===== src/design/chts_pkg.sv =====
// ----------------------------------------------------------------------------
// chts_pkg: shared types and constants of the chained hash table store
// Status codes, the stored entry layout and the key normalization function.
// ----------------------------------------------------------------------------
package chts_pkg;

  // Width of the key and value fields.
  localparam int KeyW   = 24;
  localparam int ValueW = 32;

  // Result status codes.
  localparam logic [2:0] ST_INSERTED  = 3'd0;
  localparam logic [2:0] ST_UPDATED   = 3'd1;
  localparam logic [2:0] ST_FOUND     = 3'd2;
  localparam logic [2:0] ST_NOT_FOUND = 3'd3;
  localparam logic [2:0] ST_BAD_ARG   = 3'd4;
  localparam logic [2:0] ST_FULL      = 3'd5;

  // Request commands.
  localparam logic CMD_ADD    = 1'b0;
  localparam logic CMD_LOOKUP = 1'b1;

  // One stored entry: normalized key and its value.
  typedef struct packed {
    logic [KeyW-1:0]   key;
    logic [ValueW-1:0] value;
  } entry_t;

  // Keep only the first len bytes, and stop at the first zero byte.
  function automatic logic [KeyW-1:0] normalize_key(input logic [KeyW-1:0] raw,
                                                     input logic [3:0]      len);
    logic [KeyW-1:0] k;
    logic            live;
    k    = '0;
    live = 1'b1;
    for (int i = 0; i < 3; i++) begin
      if (4'(i) >= len || raw[8*i +: 8] == 8'h00) begin
        live = 1'b0;
      end
      if (live) begin
        k[8*i +: 8] = raw[8*i +: 8];
      end
    end
    return k;
  endfunction

endpackage


===== src/design/chained_hash_table_store.sv =====
// ----------------------------------------------------------------------------
// chained_hash_table_store: key-value store in fixed hash buckets
// Add or look up a key in a caller-chosen bucket of BUCKET_DEPTH entries.
// ----------------------------------------------------------------------------
//
//  channel | direction | handshake            | payload
//  --------+-----------+----------------------+-------------------------------------
//  in      | input     | in_valid / in_ready  | command, bucket, key, key_length,
//          |           |                      | value_in
//  out     | output    | out_valid / out_ready| status, value_out
//
//  A request goes from acceptance through a fill-count read and a scan that
//  compares n (1 to BUCKET_DEPTH) bucket entries to the done state; entries are
//  read one per cycle from the single read port of the entry memory. A rejected
//  request goes from acceptance straight to the done state. One request is in
//  work at a time; the next is accepted once the result has moved to the output
//  register, even while that result waits. Reset clears the per-bucket valid
//  bits at once, so no clearing pass is needed.
module chained_hash_table_store #(
  parameter int NUM_BUCKETS  = 8,
  parameter int BUCKET_DEPTH = 4,
  parameter int KEY_BYTES    = 3
) (
  input  logic               clk,
  input  logic               rst,
  input  logic               in_valid,
  output logic               in_ready,
  input  logic               command,
  input  logic [7:0]         bucket,
  input  logic [23:0]        key,
  input  logic [3:0]         key_length,
  input  logic signed [31:0] value_in,
  output logic               out_valid,
  input  logic               out_ready,
  output logic [2:0]         status,
  output logic signed [31:0] value_out
);

  localparam int BW = (NUM_BUCKETS > 1) ? $clog2(NUM_BUCKETS) : 1;
  localparam int NE = NUM_BUCKETS * BUCKET_DEPTH;
  localparam int AW = (NE > 1) ? $clog2(NE) : 1;
  localparam int FW = $clog2(BUCKET_DEPTH + 1);

  localparam logic [1:0] S_IDLE = 2'd0;
  localparam logic [1:0] S_FILL = 2'd1;
  localparam logic [1:0] S_SCAN = 2'd2;
  localparam logic [1:0] S_DONE = 2'd3;

  logic [1:0] state;

  // Request registers.
  logic                       cmd_q;
  logic [BW-1:0]              bucket_q;
  logic [chts_pkg::KeyW-1:0]  key_q;
  logic [31:0]                value_q;
  logic [AW-1:0]              base_q;
  logic [FW-1:0]              fill_q;
  logic [FW-1:0]              idx;
  logic [2:0]                 res_status;
  logic [31:0]                res_value;

  // Memories.
  logic [FW-1:0]          fill_mem [NUM_BUCKETS];
  logic [NUM_BUCKETS-1:0] fill_valid;
  logic [FW-1:0]          fill_rdata;
  logic                   fill_rvalid;
  chts_pkg::entry_t       ent_mem [NE];
  chts_pkg::entry_t       ent_rdata;

  logic             accept;
  logic             bad_arg;
  logic [BW-1:0]    fill_raddr;
  logic [AW-1:0]    ent_raddr;
  logic             ent_we;
  logic [AW-1:0]    ent_waddr;
  chts_pkg::entry_t ent_wdata;
  logic             fill_we;
  logic             match;
  logic             last;
  logic             bucket_full;
  logic             out_free;

  assign in_ready = (state == S_IDLE);
  assign accept   = in_valid && in_ready;
  assign out_free = !out_valid || out_ready;

  // Argument check on the incoming request.
  assign bad_arg = ({1'b0, bucket} >= 9'(NUM_BUCKETS)) || (key_length > 4'(KEY_BYTES));

  // Read addresses: fill count at acceptance, then entries one by one.
  assign fill_raddr = bucket[BW-1:0];
  assign ent_raddr  = (state == S_FILL) ? base_q : base_q + AW'(idx + FW'(1));

  // Compare the entry just read against the request key.
  assign match       = (idx < fill_q) && (ent_rdata.key == key_q);
  assign last        = ({1'b0, idx} + (FW+1)'(1)) >= {1'b0, fill_q};
  assign bucket_full = (fill_q == FW'(BUCKET_DEPTH));

  // Write-back decisions made in the scan state.
  always_comb begin
    ent_we    = 1'b0;
    fill_we   = 1'b0;
    ent_waddr = base_q + AW'(idx);
    ent_wdata = '{key: key_q, value: value_q};
    if (state == S_SCAN && cmd_q == chts_pkg::CMD_ADD) begin
      if (match) begin
        ent_we = 1'b1;
      end else if (last && !bucket_full) begin
        ent_we    = 1'b1;
        fill_we   = 1'b1;
        ent_waddr = base_q + AW'(fill_q);
      end
    end
  end

  // Fill count memory with per-bucket valid bits.
  always_ff @(posedge clk) begin
    fill_rdata <= fill_mem[fill_raddr];
    if (fill_we) begin
      fill_mem[bucket_q] <= fill_q + FW'(1);
    end
  end

  always_ff @(posedge clk) begin
    if (rst) begin
      fill_valid  <= '0;
      fill_rvalid <= 1'b0;
    end else begin
      fill_rvalid <= fill_valid[fill_raddr];
      if (fill_we) begin
        fill_valid[bucket_q] <= 1'b1;
      end
    end
  end

  // Entry memory: one read port, one write port.
  always_ff @(posedge clk) begin
    ent_rdata <= ent_mem[ent_raddr];
    if (ent_we) begin
      ent_mem[ent_waddr] <= ent_wdata;
    end
  end

  // Request sequencer.
  always_ff @(posedge clk) begin
    if (rst) begin
      state <= S_IDLE;
    end else begin
      unique case (state)
        S_IDLE: begin
          if (accept) begin
            state <= bad_arg ? S_DONE : S_FILL;
          end
        end
        S_FILL: state <= S_SCAN;
        S_SCAN: begin
          if (match || last) begin
            state <= S_DONE;
          end
        end
        S_DONE: begin
          if (out_free) begin
            state <= S_IDLE;
          end
        end
        default: state <= S_IDLE;
      endcase
    end
  end

  // Request payload and result registers.
  always_ff @(posedge clk) begin
    if (accept) begin
      cmd_q      <= command;
      bucket_q   <= bucket[BW-1:0];
      key_q      <= chts_pkg::normalize_key(key, key_length);
      value_q    <= value_in;
      base_q     <= AW'(bucket[BW-1:0]) * AW'(BUCKET_DEPTH);
      res_status <= chts_pkg::ST_BAD_ARG;
      res_value  <= '0;
    end
    if (state == S_FILL) begin
      fill_q <= fill_rvalid ? fill_rdata : '0;
      idx    <= '0;
    end
    if (state == S_SCAN) begin
      idx <= idx + FW'(1);
      if (match) begin
        if (cmd_q == chts_pkg::CMD_LOOKUP) begin
          res_status <= chts_pkg::ST_FOUND;
          res_value  <= ent_rdata.value;
        end else begin
          res_status <= chts_pkg::ST_UPDATED;
        end
      end else if (last) begin
        if (cmd_q == chts_pkg::CMD_LOOKUP) begin
          res_status <= chts_pkg::ST_NOT_FOUND;
        end else if (bucket_full) begin
          res_status <= chts_pkg::ST_FULL;
        end else begin
          res_status <= chts_pkg::ST_INSERTED;
        end
      end
    end
  end

  // Output register.
  always_ff @(posedge clk) begin
    if (rst) begin
      out_valid <= 1'b0;
    end else if (state == S_DONE && out_free) begin
      out_valid <= 1'b1;
    end else if (out_ready) begin
      out_valid <= 1'b0;
    end
  end

  always_ff @(posedge clk) begin
    if (state == S_DONE && out_free) begin
      status    <= res_status;
      value_out <= res_value;
    end
  end

endmodule


===== config.mk =====
export PLATFORM = sky130hd
export DESIGN_NAME = chained_hash_table_store
export DESIGN_NICKNAME = d
export VERILOG_FILES = /design/src/design/chts_pkg.sv /design/src/design/chained_hash_table_store.sv
export SDC_FILE = /design/constraint.sdc
export NUM_CORES = 2
export LEC_CHECK = 0
export BUFFER_PORTS_ARGS = -buffer_cell sky130_fd_sc_hd__buf_2
export CORE_MARGIN = 2
export CORE_UTILIZATION = 56
export DETAILED_ROUTE_END_ITERATION = 6
export PLACE_DENSITY = 0.75
export SYNTH_ARGS = -nofsm -noshare
export SYNTH_HDL_FRONTEND = slang
export SYNTH_SLANG_ARGS = --single-unit

===== constraint.sdc =====
create_clock -name clk -period 7.3 [get_ports clk]
set_input_delay 0 -clock clk [delete_from_list [all_inputs] [get_ports clk]]
set_output_delay 0 -clock clk [all_outputs]
set_load 0.05 [all_outputs]

==> run summary <==
Worst setup SP type: flop
Mean Syn Cell Area: 15.8 sq um
Pleak: 28.4 nW
CP Data Required Time: 7720 ps
1st-pass router iterations: 6
GRT Resource Usage Total: 28.3%
Post-cts resize count: 0
Die Width: 375 microns
CTS Buffer Depth: 3
IO Pins: 110
Crit. End Element: flop
Num CTS Buffers: 194
RSZ-0062 raised after global routing: false
Detailed Place HPWL: 95900 microns
Post-CTS setup buffer count: 0
Peak supply drop: 766 uV
MaxCap Viol Count: 0
DP Area: 79700 sq um
Post-DRT Antenna Nets: 0
Grt total ovfl: 0
Post-Synth Adder-Cell Area: 0.276%
Synth top area cells: edfxtp_1 (75%), o221ai_1 (3.4%), dfxtp_1 (2.8%)
Synth cell types: 59
Vias: 46800
Tightest Hold Check Type: in2reg
Share of layout cells above drive strength 1: 11.7%
Post-Synth XOR/XNOR Area: 0.361%
Worst slack at placement: 1490 ps
Commonest cells post-synth: edfxtp_1 (1917), nand2_1 (509), o221ai_1 (297)
Post-synthesis compound-gate area fraction: 10.4%
Power Density: 444 nW/um^2
Outcome: finished, final reports clean
Flop and latch count out of synthesis: 2023
Synth area leader: edfxtp_1
Layout Cells excl Fill: 7018
Tmin final: 6030 ps
Clk slew on worst S/H paths: 60 ps
Vias in the first global route: 45600
Core ar.: 137000 sq um
Vias/cell: 6.67
Sequential area share after synthesis: 77.6%
Design area: 87200 sq um
Synth-to-Final Area Change: 13.3%
Post-Syn Area: 76900 sq um
Fill count: 9234
Sink Count: 2023
Highest clock rate: 166 MHz
Syn_nets: 4952
Final Setup Violations: 0
Tot Pwr: 0.0388 W
Gpl congestion: 0.868
Period utilization: 82.6%
Largest family of logic cells by synthesized area: compound AO/OA/AOI/OAI gates
Synth async-reset ratio: 0%
WL/cell: 28.6 microns
Initial core utilization: 56.2%
Row count: 136
Final Hold Viols: 0
Clk Latency, worst-skew pair: 830 ps
Worst setup margin: 1270 ps
Clk_skew: 27.1 ps
CTS tree: built
Post-Synth Simple-Gate Area: 6.69%
CTS root buffer: clkbuf_16
Max FO, Critical Path: 49
Nets: 5142
Placed Cells: 6525
Syn. warnings: 0
Number of synthesized flops with an enable pin: 1917
Initial antenna violation count: 3
Hold slack: 39.7 ps
Crit path arrival time: 6450 ps
Post-synthesis instance total: 4862
Input/output buffers: 109
Post-CTS Hold Buffers: 123
H-Tree Level Count: 4
Die area: 140000 sq um
Share of Yosys cell area claimed by the top area cell type: 74.8%
Largest net degree at the start of global routing: 173
Total length of routed wires: 200000 microns
Setup Crit Path Kind: reg2reg
# DRC: 0
Worst slew pin tran: 1320 ps
Multiplexer area fraction after synthesis: 2.48%
Predominant post-synthesis flop cell: edfxtp_1
First-pass GRT wire length: 295000 microns
Most frequent cell after synthesis: edfxtp_1
Die Ht: 375 microns
Max-slew violation count: 0
Slew headroom: 11.4%
Initial drt markers: 6702
[cells in the final DEF, fill, tap and decap left out, types with 26 or more instances in the layout]
cell type,n
o221ai_1,297
a21oi_1,212
buf_2,109
nand3_1,248
o22ai_1,242
inv_1,41
dfxtp_1,106
clkinv_2,31
mux2i_1,148
o21ai_0,76
dlygate4sd3_1,125
o32ai_1,48
clkbuf_1,67
edfxtp_1,1917
nor2_1,42
nor3_2,27
nand2_1,506
clkbuf_16,200
buf_4,120
nor3_1,59
and3b_1,96
clkbuf_8,26
a311oi_1,96
a211oi_1,97
[kinds of logic (layout without fill, tap and decap cells)]
family / Yosys count / after routing
flip-flops: 2023 / 2023
AO/OA/AOI/OAI: 1131 / 1131
AND/OR/NAND/NOR: 1074 / 1074
buffers and inverters: 412 / 772
multiplexers: 175 / 175
XOR/XNOR: 30 / 30
adder cells (fa/ha/maj): 17 / 17
other: 0 / 2
[path summary, 6_finish.rpt]
path,from,to,slack [ps],cells after the start
setup / recovery,key_q[15],ent_mem[9][21],1270,9
hold / removal,key_length[1],key_q[10],40,4
setup reg to reg,key_q[15],ent_mem[9][21],1270,9
hold reg to reg,ent_rdata[31],res_value[31],430,2
[report_power, final]
part | switching (W) | internal, W
logic | 0.0104 | 0.00438
registers | 0.000469 | 0.0136
clock network | 0.00421 | 0.00564
[state kept, by name, summed over array words and instances, names as in the netlist, 8 cells and up]
signal,flops
fill_mem,24
res_value,32
key_q,24
value_q,32
value_out,32
fill_valid,8
ent_rdata,56
ent_mem,1792
[critical path: stages, from the launching register on]
cell,delay (ps)
edfxtp_1,930
xor2_1,160
nor4_1,950
buf_4,260
nand4_1,150
o31ai_2,590
buf_4,300
mux2i_1,330
nor3_2,890
buf_4,1000
[cell type report]
| class | instances | area, sq um | area share [%] |
|---|---|---|---|
| flip-flops and latches | 2023 | 59700 | 68.4 |
| well taps | 1794 | 2240 | 2.57 |
| inverters | 43 | 171 | 0.197 |
| clock buffers | 293 | 5610 | 6.44 |
| multi-input cells | 2427 | 15900 | 18.3 |
| repair buffers | 363 | 2880 | 3.30 |
| clock inverters | 73 | 679 | 0.779 |
| diodes | 2 | 5.00 | 0.00574 |
[layer usage]
metal | vias up | routed length (microns) | track usage, % | part of all wire, %
li1 | 19900 | - | - | -
met1 | 23300 | 74100 | 37.8 | 37
met2 | 3052 | 96500 | 45.9 | 48
met3 | 548 | 21400 | 5.37 | 11
met4 | 4 | 8460 | 11.8 | 4.2
met5 | - | 23 | 0 | 0.011
[metrics by stage]
step	utilization, %	TNS, ps
after floorplan	-	-46040
after global placement	58.2	0
after detailed placement	58.2	0
after CTS	63.6	0
after global routing	63.7	0
final	63.7	0
Power figures use the tool's default switching activity.
